`config.mk`:
```
export PLATFORM = sky130hd
export DESIGN_NAME = ir_pulse_capture
export DESIGN_NICKNAME = d
export VERILOG_FILES = /design/src/design/irpc_pkg.sv /design/src/design/irpc_cfg_regs.sv /design/src/design/irpc_step.sv /design/src/design/ir_pulse_capture.sv
export SDC_FILE = /design/constraint.sdc
export NUM_CORES = 1
export LEC_CHECK = 0
export ABC_AREA = 1
export BUFFER_PORTS_ARGS = -buffer_cell sky130_fd_sc_hd__buf_2
export CELL_PAD_IN_SITES_DETAIL_PLACEMENT = 0
export CELL_PAD_IN_SITES_GLOBAL_PLACEMENT = 1
export CORE_MARGIN = 5
export CORE_UTILIZATION = 43
export CTS_BUF_LIST = sky130_fd_sc_hd__clkbuf_16
export CTS_CLUSTER_DIAMETER = 150
export CTS_CLUSTER_SIZE = 24
export DETAILED_ROUTE_END_ITERATION = 7
export GPL_ROUTABILITY_DRIVEN = 0
export HOLD_SLACK_MARGIN = 0.02
export PLACE_DENSITY_LB_ADDON = 0.1
export SYNTH_ARGS = -nofsm -noshare
export SYNTH_HDL_FRONTEND = slang
export SYNTH_SLANG_ARGS = --single-unit
```
`constraint.sdc`:
```
create_clock -name clk -period 10.7 [get_ports clk]
set_clock_uncertainty 0.05 [all_clocks]
set_input_delay 0.535 -clock clk [delete_from_list [all_inputs] [get_ports clk]]
set_output_delay 0.535 -clock clk [all_outputs]
set_load 0.02 [all_outputs]
```
`src/design/irpc_pkg.sv`:
```
`timescale 1ns / 1ps
// ----------------------------------------------------------------------------
// irpc_pkg
// Shared types, codes and constants of the infrared pulse capture block.
// ----------------------------------------------------------------------------
package irpc_pkg;

  localparam int BUFFER_ENTRIES_DEF = 128;

  localparam int ADDR_W = 4;
  localparam int DATA_W = 32;

  // register indexes on the configuration port
  localparam logic [1:0] REG_GAP_MIN    = 2'd0;
  localparam logic [1:0] REG_GAP_END    = 2'd1;
  localparam logic [1:0] REG_MARK_LEVEL = 2'd2;

  localparam logic [15:0] GAP_MIN_RST   = 16'd100;
  localparam logic [15:0] GAP_END_RST   = 16'd500;
  localparam logic        MARK_LEVEL_RST = 1'b0;

  localparam logic [15:0] TICK_MAX  = 16'hFFFF;
  localparam logic [15:0] GAP_CLAMP = 16'h00FF;

  // receiver phase codes
  localparam logic [1:0] PH_IDLE  = 2'd0;
  localparam logic [1:0] PH_MARK  = 2'd1;
  localparam logic [1:0] PH_SPACE = 2'd2;
  localparam logic [1:0] PH_STOP  = 2'd3;

  // result kinds
  localparam logic [1:0] KIND_DURATION = 2'd0;
  localparam logic [1:0] KIND_LONG_SPACE = 2'd1;
  localparam logic [1:0] KIND_OVERFLOW = 2'd2;

  // input selector
  localparam logic ACT_TICK  = 1'b0;
  localparam logic ACT_CLEAR = 1'b1;

  typedef struct packed {
    logic [15:0] gap_min_ticks;
    logic [15:0] gap_end_ticks;
    logic        mark_level;
  } cfg_t;

  typedef struct packed {
    logic [1:0]  phase;
    logic [15:0] tick_count;
    logic [7:0]  entry_count;
  } state_t;

  typedef struct packed {
    logic [1:0]  kind;
    logic [6:0]  position;
    logic [15:0] duration;
    logic [7:0]  entry_total;
  } result_t;

endpackage

```
`src/design/irpc_cfg_regs.sv`:
```
`timescale 1ns / 1ps
// ----------------------------------------------------------------------------
// irpc_cfg_regs
// APB register file holding gap thresholds and the mark polarity.
// ----------------------------------------------------------------------------
module irpc_cfg_regs (
  input  logic                          clk,
  input  logic                          rst,
  input  logic                          psel,
  input  logic                          penable,
  input  logic                          pwrite,
  input  logic [irpc_pkg::ADDR_W-1:0]   paddr,
  input  logic [irpc_pkg::DATA_W-1:0]   pwdata,
  output logic [irpc_pkg::DATA_W-1:0]   prdata,
  output logic                          pready,
  output irpc_pkg::cfg_t                cfg
);

  logic [1:0] reg_index;
  logic       wr_en;

  assign pready    = 1'b1;
  assign reg_index = paddr[3:2];
  assign wr_en     = psel && penable && pwrite && pready;

  always_ff @(posedge clk) begin
    if (rst) begin
      cfg.gap_min_ticks <= irpc_pkg::GAP_MIN_RST;
      cfg.gap_end_ticks <= irpc_pkg::GAP_END_RST;
      cfg.mark_level    <= irpc_pkg::MARK_LEVEL_RST;
    end else if (wr_en) begin
      case (reg_index)
        irpc_pkg::REG_GAP_MIN:    cfg.gap_min_ticks <= pwdata[15:0];
        irpc_pkg::REG_GAP_END:    cfg.gap_end_ticks <= pwdata[15:0];
        irpc_pkg::REG_MARK_LEVEL: cfg.mark_level    <= pwdata[0];
        default: ;
      endcase
    end
  end

  always_comb begin
    case (reg_index)
      irpc_pkg::REG_GAP_MIN:    prdata = {16'd0, cfg.gap_min_ticks};
      irpc_pkg::REG_GAP_END:    prdata = {16'd0, cfg.gap_end_ticks};
      irpc_pkg::REG_MARK_LEVEL: prdata = {31'd0, cfg.mark_level};
      default:                  prdata = '0;
    endcase
  end

endmodule

```
`src/design/irpc_step.sv`:
```
`timescale 1ns / 1ps
// ----------------------------------------------------------------------------
// irpc_step
// Next-state and result logic for one sample tick or clear word.
// ----------------------------------------------------------------------------
module irpc_step #(
  parameter int BUFFER_ENTRIES = irpc_pkg::BUFFER_ENTRIES_DEF
) (
  input  irpc_pkg::cfg_t     cfg,
  input  irpc_pkg::state_t   cur,
  input  logic               action,
  input  logic               line_level,
  output irpc_pkg::state_t   nxt,
  output logic               res_valid,
  output irpc_pkg::result_t  res
);

  localparam logic [7:0] FULL_COUNT = 8'(BUFFER_ENTRIES);

  logic        is_mark;
  logic [15:0] tick_inc;
  logic [15:0] gap_len;

  assign is_mark  = (line_level == cfg.mark_level);
  assign tick_inc = (cur.tick_count != irpc_pkg::TICK_MAX) ?
                    cur.tick_count + 16'd1 : cur.tick_count;
  assign gap_len  = (tick_inc >= irpc_pkg::GAP_CLAMP) ? irpc_pkg::GAP_CLAMP : tick_inc;

  always_comb begin
    nxt       = cur;
    res_valid = 1'b0;
    res       = '0;
    if (action == irpc_pkg::ACT_CLEAR) begin
      nxt.phase       = irpc_pkg::PH_IDLE;
      nxt.entry_count = 8'd0;
    end else begin
      nxt.tick_count = tick_inc;
      // full buffer forces the stopped phase, reported once
      if (cur.entry_count >= FULL_COUNT) begin
        if (cur.phase != irpc_pkg::PH_STOP) begin
          res_valid       = 1'b1;
          res.kind        = irpc_pkg::KIND_OVERFLOW;
          res.duration    = tick_inc;
          res.entry_total = cur.entry_count;
        end
        nxt.phase = irpc_pkg::PH_STOP;
      end
      case (nxt.phase)
        irpc_pkg::PH_IDLE: begin
          if (is_mark) begin
            nxt.tick_count = 16'd0;
            if (tick_inc >= cfg.gap_min_ticks) begin
              res_valid       = 1'b1;
              res.kind        = irpc_pkg::KIND_DURATION;
              res.position    = 7'd0;
              res.duration    = gap_len;
              res.entry_total = 8'd1;
              nxt.entry_count = 8'd1;
              nxt.phase       = irpc_pkg::PH_MARK;
            end
          end
        end
        irpc_pkg::PH_MARK, irpc_pkg::PH_SPACE: begin
          if (is_mark == (nxt.phase == irpc_pkg::PH_SPACE)) begin
            res_valid       = 1'b1;
            res.kind        = irpc_pkg::KIND_DURATION;
            res.position    = cur.entry_count[6:0];
            res.duration    = tick_inc;
            res.entry_total = cur.entry_count + 8'd1;
            nxt.entry_count = cur.entry_count + 8'd1;
            nxt.tick_count  = 16'd0;
            nxt.phase       = (nxt.phase == irpc_pkg::PH_MARK) ?
                              irpc_pkg::PH_SPACE : irpc_pkg::PH_MARK;
          end else if ((nxt.phase == irpc_pkg::PH_SPACE) &&
                       (tick_inc > cfg.gap_end_ticks)) begin
            res_valid       = 1'b1;
            res.kind        = irpc_pkg::KIND_LONG_SPACE;
            res.duration    = tick_inc;
            res.entry_total = cur.entry_count;
            nxt.phase       = irpc_pkg::PH_STOP;
          end
        end
        default: begin
          if (is_mark) begin
            nxt.tick_count = 16'd0;
          end
        end
      endcase
    end
  end

endmodule

```
`src/design/ir_pulse_capture.sv`:
```
`timescale 1ns / 1ps
// ----------------------------------------------------------------------------
// ir_pulse_capture
// Raw mark/space length capture for an infrared receiver line.
// ----------------------------------------------------------------------------
// Each input word is one sample tick (tuser = 0, tdata[0] = line level) or a
// clear that re-arms the receiver (tuser = 1). After a long enough idle gap
// the block emits the gap length (clamped to 255) and then every mark and
// space length with its buffer position. A long space ends the frame with
// kind 1, a full buffer with kind 2; the block then waits for a clear.
// Output word: tuser = kind, tdata = position, duration, entry total.
// One word is accepted per cycle while s_tready is high; a result appears
// on the output register the cycle after its input word is accepted, and
// waits there in the single result register until it is taken.
// If the receiver stalls while a result is held, s_tready drops until it is
// taken; ticks that give no result still pass while the register is free.
// Synchronous reset sets idle phase, zero counts, default thresholds and an
// empty output register. Registers sit on an APB port at 0x0, 0x4, 0x8.
// ----------------------------------------------------------------------------
module ir_pulse_capture #(
  parameter int BUFFER_ENTRIES = irpc_pkg::BUFFER_ENTRIES_DEF
) (
  input  logic                         clk,
  input  logic                         rst,
  input  logic                         psel,
  input  logic                         penable,
  input  logic                         pwrite,
  input  logic [irpc_pkg::ADDR_W-1:0]  paddr,
  input  logic [irpc_pkg::DATA_W-1:0]  pwdata,
  output logic [irpc_pkg::DATA_W-1:0]  prdata,
  output logic                         pready,
  input  logic                         s_tvalid,
  output logic                         s_tready,
  input  logic [7:0]                   s_tdata,   // [0] line_level, [7:1] zero
  input  logic                         s_tuser,   // [0] action
  output logic                         m_tvalid,
  input  logic                         m_tready,
  output logic [31:0]                  m_tdata,   // [6:0] position, [22:7] duration,
                                                  // [30:23] entry_total, [31] zero
  output logic [1:0]                   m_tuser    // [1:0] kind
);

  irpc_pkg::cfg_t    cfg;
  irpc_pkg::state_t  cur;
  irpc_pkg::state_t  cur_next;
  irpc_pkg::result_t res;
  irpc_pkg::result_t out_res;
  logic              res_valid;
  logic              in_fire;

  irpc_cfg_regs u_cfg (
    .clk     (clk),
    .rst     (rst),
    .psel    (psel),
    .penable (penable),
    .pwrite  (pwrite),
    .paddr   (paddr),
    .pwdata  (pwdata),
    .prdata  (prdata),
    .pready  (pready),
    .cfg     (cfg)
  );

  irpc_step #(
    .BUFFER_ENTRIES (BUFFER_ENTRIES)
  ) u_step (
    .cfg        (cfg),
    .cur        (cur),
    .action     (s_tuser),
    .line_level (s_tdata[0]),
    .nxt        (cur_next),
    .res_valid  (res_valid),
    .res        (res)
  );

  assign s_tready = !m_tvalid || m_tready;
  assign in_fire  = s_tvalid && s_tready;

  always_ff @(posedge clk) begin
    if (rst) begin
      cur.phase       <= irpc_pkg::PH_IDLE;
      cur.tick_count  <= 16'd0;
      cur.entry_count <= 8'd0;
    end else if (in_fire) begin
      cur <= cur_next;
    end
  end

  always_ff @(posedge clk) begin
    if (rst) begin
      m_tvalid <= 1'b0;
    end else if (in_fire) begin
      m_tvalid <= res_valid;
    end else if (m_tready) begin
      m_tvalid <= 1'b0;
    end
  end

  always_ff @(posedge clk) begin
    if (in_fire && res_valid) begin
      out_res <= res;
    end
  end

  assign m_tuser = out_res.kind;
  assign m_tdata = {1'b0, out_res.entry_total, out_res.duration, out_res.position};

  localparam logic [7:0] FULL_COUNT = 8'(BUFFER_ENTRIES);

  a_count_bound: assert property (@(posedge clk) disable iff (rst)
    cur.entry_count <= FULL_COUNT)
    else $error("entry count beyond buffer size");

  a_idle_empty: assert property (@(posedge clk) disable iff (rst)
    (cur.phase == irpc_pkg::PH_IDLE) |-> (cur.entry_count == 8'd0))
    else $error("idle phase with entries recorded");

  a_clear_rearms: assert property (@(posedge clk) disable iff (rst)
    (in_fire && s_tuser == irpc_pkg::ACT_CLEAR) |=>
      (cur.phase == irpc_pkg::PH_IDLE && cur.entry_count == 8'd0 && !m_tvalid))
    else $error("clear did not re-arm receiver");

  a_position_total: assert property (@(posedge clk) disable iff (rst)
    (m_tvalid && m_tuser == irpc_pkg::KIND_DURATION) |->
      (out_res.position == 7'(out_res.entry_total - 8'd1)))
    else $error("duration position disagrees with entry total");

  a_kind_legal: assert property (@(posedge clk) disable iff (rst)
    m_tvalid |-> (m_tuser == irpc_pkg::KIND_DURATION ||
                  m_tuser == irpc_pkg::KIND_LONG_SPACE ||
                  m_tuser == irpc_pkg::KIND_OVERFLOW))
    else $error("illegal result kind");

endmodule

```
==> results of run 1 <==
## registers in the layout, summed over array words and instances, names as in the netlist
register	flops
u_cfg.cfg	33
m_tuser	2
cur	26
m_tdata	31
m_tvalid	1
## report_power, final
| part | leakage (uW) | internal, uW | switching [uW] |
|---|---|---|---|
| Combinational | 0.00228 | 20.1 | 50.7 |
| Clock | 0.000134 | 156 | 145 |
| Sequential | 0.000766 | 367 | 1.48 |
## critical path, stage by stage, from the launching register on
cell      delay [ps]
dfxtp_1          400
ha_1             240
nand3_2          140
nor2_4           200
nand2_4          100
nand3b_2         130
xor2_1           340
inv_1            190
ha_1             340
nand4_1          150
nor4_1           340
o21ai_1          110
nor2_1           110
nor2_1            60
nand2_2          340
nand3_4          130
a21oi_1          150
nand3_1           90
nand3_1          120
inv_1             40
buf_4            250
## logic make-up (layout without fill, tap and decap cells)
logic type      count (synthesis)  after routing
other cells                     2             18
buf+inv                       171            214
flops                          93             93
simple gates                  380            380
xor+xnor                       13             13
fa+ha+maj                      37             37
compound gates                216            216
## cells in the final DEF (no fill, tap or decap), types with 2 or more instances in the layout
cell type  Yosys  layout
nand3_2        4       4
clkinv_1       2       3
conb_1         2      18
o21ai_0       74      74
o21ai_1       11      11
inv_2          4       4
nand2_4        3       3
a211oi_1       2       2
o22ai_1       15      15
nand3_1       55      55
inv_1        113     114
nor2_4         3       3
clkinv_2       0       2
xor2_1         8       8
nand2_1      212     212
or2_2          5       5
nand2_2        6       6
xor2_2         3       3
nand4_1       13      13
buf_2          9      77
o211ai_1      10      10
nor3_1        12      12
a31oi_1        4       4
nor2_1        60      60
nor2_2         2       2
ha_1          37      37
dfxtp_1       60      60
edfxtp_1      33      33
buf_4         18       2
clkbuf_16      0       9
a21oi_1       91      91
## layout make-up
type                       count  area (um2)
timing repair buffer          79         400
tap                          184         230
clock buffer                   9         225
inverter                     119         447
clock inverter                 7        42.5
multi-input combinational    664        3520
fill                        1525        7470
sequential                    93        2190
## final timing paths
check / from / endpoint / slack [ps] / cells past startpoint
hold reg to reg: u_cfg.cfg[4] / u_cfg.cfg[4] / 440 / 2
setup / recovery: cur[8] / m_tdata[18] / 6360 / 20
setup reg to reg: cur[8] / m_tdata[18] / 6360 / 20
hold / removal: pwdata[6] / u_cfg.cfg[7] / 360 / 3
## through the flow
stage	power (uW)	cells	worst slack, ps	hold slack, ps	utilization, %
final	741	1155	6360	359	48.6
after global routing	775	1155	5830	367	48.6
after CTS	748	1155	6330	348	48.6
after detailed placement	447	1139	6350	426	46.7
after global placement	445	1139	6450	418	46.7
after floorplan	432	928	6820	405	-
## metal layers
| layer | GRT usage, % | vias to the layer above |
|---|---|---|
| met3 | 3.17 | 23 |
| met1 | 27.1 | 2815 |
| met2 | 32.5 | 153 |
| met4 | 6.34 | 0 |
| met5 | 0 | - |
| li1 | - | 3101 |
==> impl_metrics.yaml, run 1 <==
cts:
  cts.sinks: 93
  cts.path.max_buffers: 2
  root_buffer: "clkbuf_16"
  clk_latency_ps: 350
  cts-htree-levels: 3
  post_cts_buffers: 0
  cts_tree: "built"
  cts_buffers: 9
  cts_hold_buffers: 0
  path_clk_slew_ps: 70
  cts_resized: 0
timing:
  min_period_ps: 4340
  final_max_slew_viol_count: 0
  tns_ps: 0
  max_freq_ghz: 0.231
  max_slew_margin_pct: 29.9
  min_period_over_period_pct: 40.5
  hold_violations: 0
  worst_slew_pin_slew_ps: 1050
  setup_viol_count_final: 0
  rsz0062_at_grt: "no"
power_and_ir_drop:
  power_density_mw_per_mm2: 105
  peakVddDrop_mv: 0.0749
  leakage_uw: 0.00318
yosys:
  synth_simple_gate_area_share_pct: 26.3
  syn_area_mm2: 0.00639
  muxShareOfSynthArea_pct: 0
  synth-main-ff-cell: "dfxtp_1"
  synth_top_area_share_pct: 18.8
  synth_top_family_by_area: "simple AND/OR/NAND/NOR gates"
  synth_seq_area_share_pct: 34.3
  ys_ff_latch: 93
  synth_warnings: 0
  synthTopCellsByCount: "nand2_1 (212), inv_1 (113), a21oi_1 (91)"
  synth_cells: 912
  ys_top_cells_by_area: "dfxtp_1 (19%), edfxtp_1 (16%), nand2_1 (12%)"
  yosysUniqueCellTypes: 48
  async_flop_share_pct: 0
  synthAdderAreaFrac_pct: 7.24
  synth_area_leader_cell: "dfxtp_1"
  synth.most_common_cell: "nand2_1"
  synth_edf_count: 33
  synth-xor-area-share_pct: 2.25
  synth.avg_cell_area_um2: 7.01
  synth_compound_area_share_pct: 18.3
placed_design:
  hpwl_mm: 12.8
  place_area_mm2: 0.00679
  io_buffer_count: 77
cells_and_area:
  area_delta_synth_final_pct: 10.5
  diodes: 0
  drive_gt1_share_pct: 13.4
  final_nets: 1055
  fin_area_mm2: 0.00706
die:
  num_io_pins: 121
  rows: 44
  die_area_mm2: 0.0174
  die_h_um: 132
  fp.dieW_um: 132
  core_mm2: 0.0145
  initial_core_util_pct: 44.0
global_route:
  grt_antenna_before_repair: 0
  grt_use_total_pct: 19.9
  grt_pass1_wl_mm: 28.8
  grt_start_max_net_pins: 35
  grt.overflow.total: 0
  grt_pass1_vias: 5752
worst_setup_path:
  critPathKind: "reg -> reg"
  arrival_ps: 4350
  start_kind: "flip-flop"
  crit_fanout: 33
  crit_required_ps: 10720
  end_kind: "flip-flop"
run:
  drv_cap: 0
route:
  drtIter0Drc: 444
  wl_met1_mm: 8.33
  wl_per_cell_um: 15.1
  postRouteAntennaNets: 0
  vias: 6092
  first_pass_iters: 5
  wl_met2_mm: 8.08
  route.detailed.drc: 0
  wl_met3_um: 773
  top_layer: "met4"
  vias_per_cell: 5.27
  wl_mm: 17.5
run_status:
  status: "complete, no violations"
min_path:
  hold_class: "in -> reg"
(Power assumes the default switching activity.)
==> run 2: changes to the inputs <==
- ABC_AREA: 1 -> 0
- CORE_UTILIZATION: 43 -> 41
- clock period: 10.7 -> 4.27 ns (I/O delays scaled with it)
==> run 2 against run 1 <==
  * Via count shrank 15%
  * Synthesized area shrank 7.8%
  * Non-clock buffer count grew 37
  * Sequential power grew 150%
  * Synthesized cell count shrank 24%
  * Register-to-register slack lost 6200 ps
  * Global-route usage shrank 0.53 points
  * Design area shrank 2.0%
  * Flip-flop and latch count is the same
  * Critical path type unchanged
  * Critical endpoint is now m_tdata[28]
==> impl_metrics.yaml, run 2 <==
yosys:
  synthTopCellsByCount: "nand2_1 (88), nor2_1 (77), dfxtp_1 (60)"
  synth_cells: 690
  ys_ff_latch: 93
  synthAdderAreaFrac_pct: 7.86
  synth_edf_count: 33
  async_flop_share_pct: 0
  synth_top_family_by_area: "simple AND/OR/NAND/NOR gates"
  ys_top_cells_by_area: "dfxtp_1 (20%), edfxtp_1 (17%), ha_1 (7.9%)"
  muxShareOfSynthArea_pct: 3.97
  synth_seq_area_share_pct: 37.2
  synth_top_area_share_pct: 20.4
  synth-xor-area-share_pct: 2.80
  synth.avg_cell_area_um2: 8.54
  synth_warnings: 0
  synth_area_leader_cell: "dfxtp_1"
  synth_simple_gate_area_share_pct: 21.2
  syn_area_mm2: 0.00589
  yosysUniqueCellTypes: 76
  synth_compound_area_share_pct: 18.7
  synth-main-ff-cell: "dfxtp_1"
  synth.most_common_cell: "nand2_1"
global_route:
  grt_use_total_pct: 19.4
  grt.overflow.total: 0
  grt_pass1_wl_mm: 25.8
  grt_pass1_vias: 5058
  grt_start_max_net_pins: 57
  grt_antenna_before_repair: 0
cells_and_area:
  drive_gt1_share_pct: 21.0
  final_nets: 871
  fill_cells: 1381
  fin_area_mm2: 0.00692
  diodes: 0
  layout_common_cells: "nand2_1 (86), nor2_1 (77), buf_2 (77)"
  largest_register: "u_cfg.cfg"
  layoutNonFillerInstCount: 967
  area_delta_synth_final_pct: 17.4
  largest_reg_flops: 33
  final_common_cell: "nand2_1"
worst_setup_path:
  arrival_ps: 4110
  crit_chain: "nand3_1 > or2_2 > nand2b_1 > buf_4 > nor2_1 > xor2_2 > ha_1 > nand3_1 > a21oi_1 > o31ai_1 > a32oi_1 > o221a_4 > o31ai_4 > or3_1 > nand2_2 > buf_12"
  r2r_setup_slack_ps: 160
  ff2ff_path_depth: 16
  crit_path_frequent_cell: "nand3_1"
  max_stage_delay_ps: 430
  end_kind: "flip-flop"
  crit_required_ps: 4270
  critPathKind: "reg -> reg"
  r2r_end: "m_tdata[28]"
  cp_top_family: "simple AND/OR/NAND/NOR gates"
  crit_cells: 16
  crit_buf_inv: 2
  slowest_stage: "dfxtp_1"
  crit_fanout: 26
  start_kind: "flip-flop"
  r2r_start: "cur[11]"
route:
  wl_per_cell_um: 16.5
  first_pass_iters: 5
  drtIter0Drc: 316
  vias_per_cell: 5.36
  route.detailed.drc: 0
  wl_mm: 15.9
  postRouteAntennaNets: 0
  vias: 5184
placed_design:
  hpwl_mm: 12.0
  place_area_mm2: 0.00657
  placed_cells: 950
  io_buffer_count: 77
cts:
  root_buffer: "clkbuf_16"
  cts-htree-levels: 3
  cts.path.max_buffers: 2
  clk_latency_ps: 350
  cts.sinks: 93
  cts_tree: "built"
  cts_buffers: 9
  path_clk_slew_ps: 70
timing:
  setup_viol_count_final: 0
  worst_slew_pin_slew_ps: 1150
  min_period_ps: 4110
  hold_violations: 0
  min_period_over_period_pct: 96.3
  final_max_slew_viol_count: 0
  max_freq_ghz: 0.243
  max_slew_margin_pct: 23.5
  rsz0062_at_grt: "yes"
run_status:
  status: "complete, no violations"
die:
  num_io_pins: 121
  rows: 43
  die_area_mm2: 0.0169
  fp.dieW_um: 130
  initial_core_util_pct: 42.1
  core_mm2: 0.0140
  die_h_um: 130
power_and_ir_drop:
  power_density_mw_per_mm2: 272
  peakVddDrop_mv: 0.226
  leakage_uw: 0.00287
min_path:
  hold_class: "in -> reg"
  worstHoldStart: "pwdata[5]"
  min_to: "u_cfg.cfg[22]"
  whs_path_depth: 2
run:
  drv_cap: 0
-- run 2: kinds of logic (layout without fill, tap and decap cells) --
| logic type | Yosys count | after routing |
|---|---|---|
| buffers and inverters | 98 | 179 |
| flip-flops | 93 | 93 |
| multiplexers | 23 | 23 |
| AO/OA/AOI/OAI | 159 | 159 |
| other | 2 | 18 |
| XOR/XNOR | 15 | 15 |
| adder cells (fa/ha/maj) | 37 | 37 |
| AND/OR/NAND/NOR | 263 | 263 |
-- run 2: repair_timing --
| action | in CTS | in global routing |
|---|---|---|
| endpoints found under the setup margin | 0 | 54 |
| gates resized for setup | 0 | 9 |
| hold buffers | 0 | 0 |
| setup buffers | 0 | 1 |
-- run 2: final cells by class --
type | count | area, um2 | share of cell area (%)
clock buffers | 9 | 225 | 3.25
clock inverters | 7 | 81.3 | 1.18
inverters | 47 | 176 | 2.55
multi-input cells | 515 | 3330 | 48.1
flip-flops and latches | 93 | 2190 | 31.7
well taps | 180 | 225 | 3.25
repair buffers | 116 | 691 | 9.98
-- run 2: worst max path at each step --
stage	start	to	slack, ps
floorplan	cur[9]	m_tdata[0]	170
global placement	cur[8]	m_tdata[27]	240
detailed placement	cur[8]	m_tdata[4]	140
CTS	cur[8]	m_tdata[28]	130
global route	cur[11]	m_tdata[28]	-30
finish	cur[11]	m_tdata[28]	160
-- run 2: per-layer routing --
| metal | track usage (%) | wire length, um | vias to the layer above |
|---|---|---|---|
| met1 | 27.4 | 7760 | 2420 |
| li1 | - | - | 2598 |
| met3 | 2.62 | 802 | 23 |
| met2 | 30.8 | 7110 | 143 |
| met5 | 0 | 0 | - |
| met4 | 6.23 | 262 | 0 |
-- run 2: report_power, final --
group | leakage (uW) | switching [uW] | internal, uW | total (uW)
Combinational | 0.00196 | 88.1 | 40.1 | 128
Sequential | 0.000769 | 3.66 | 915 | 919
Clock | 0.000147 | 370 | 462 | 833
Total | 0.00287 | 462 | 1420 | 1880
-- run 2: metrics by stage --
step / utilization (%) / TNS, ps / power [uW] / hold WS [ps] / worst slack, ps
finish: 49.5 / 0 / 1880 / 30.5 / 159
global route: 49.5 / -555 / 1940 / 36.4 / -25.2
CTS: 49.2 / 0 / 1900 / 24.9 / 127
detailed placement: 47.0 / 0 / 1070 / 394 / 143
global placement: 47.0 / 0 / 1060 / 381 / 239
floorplan: - / 0 / 1040 / 281 / 171
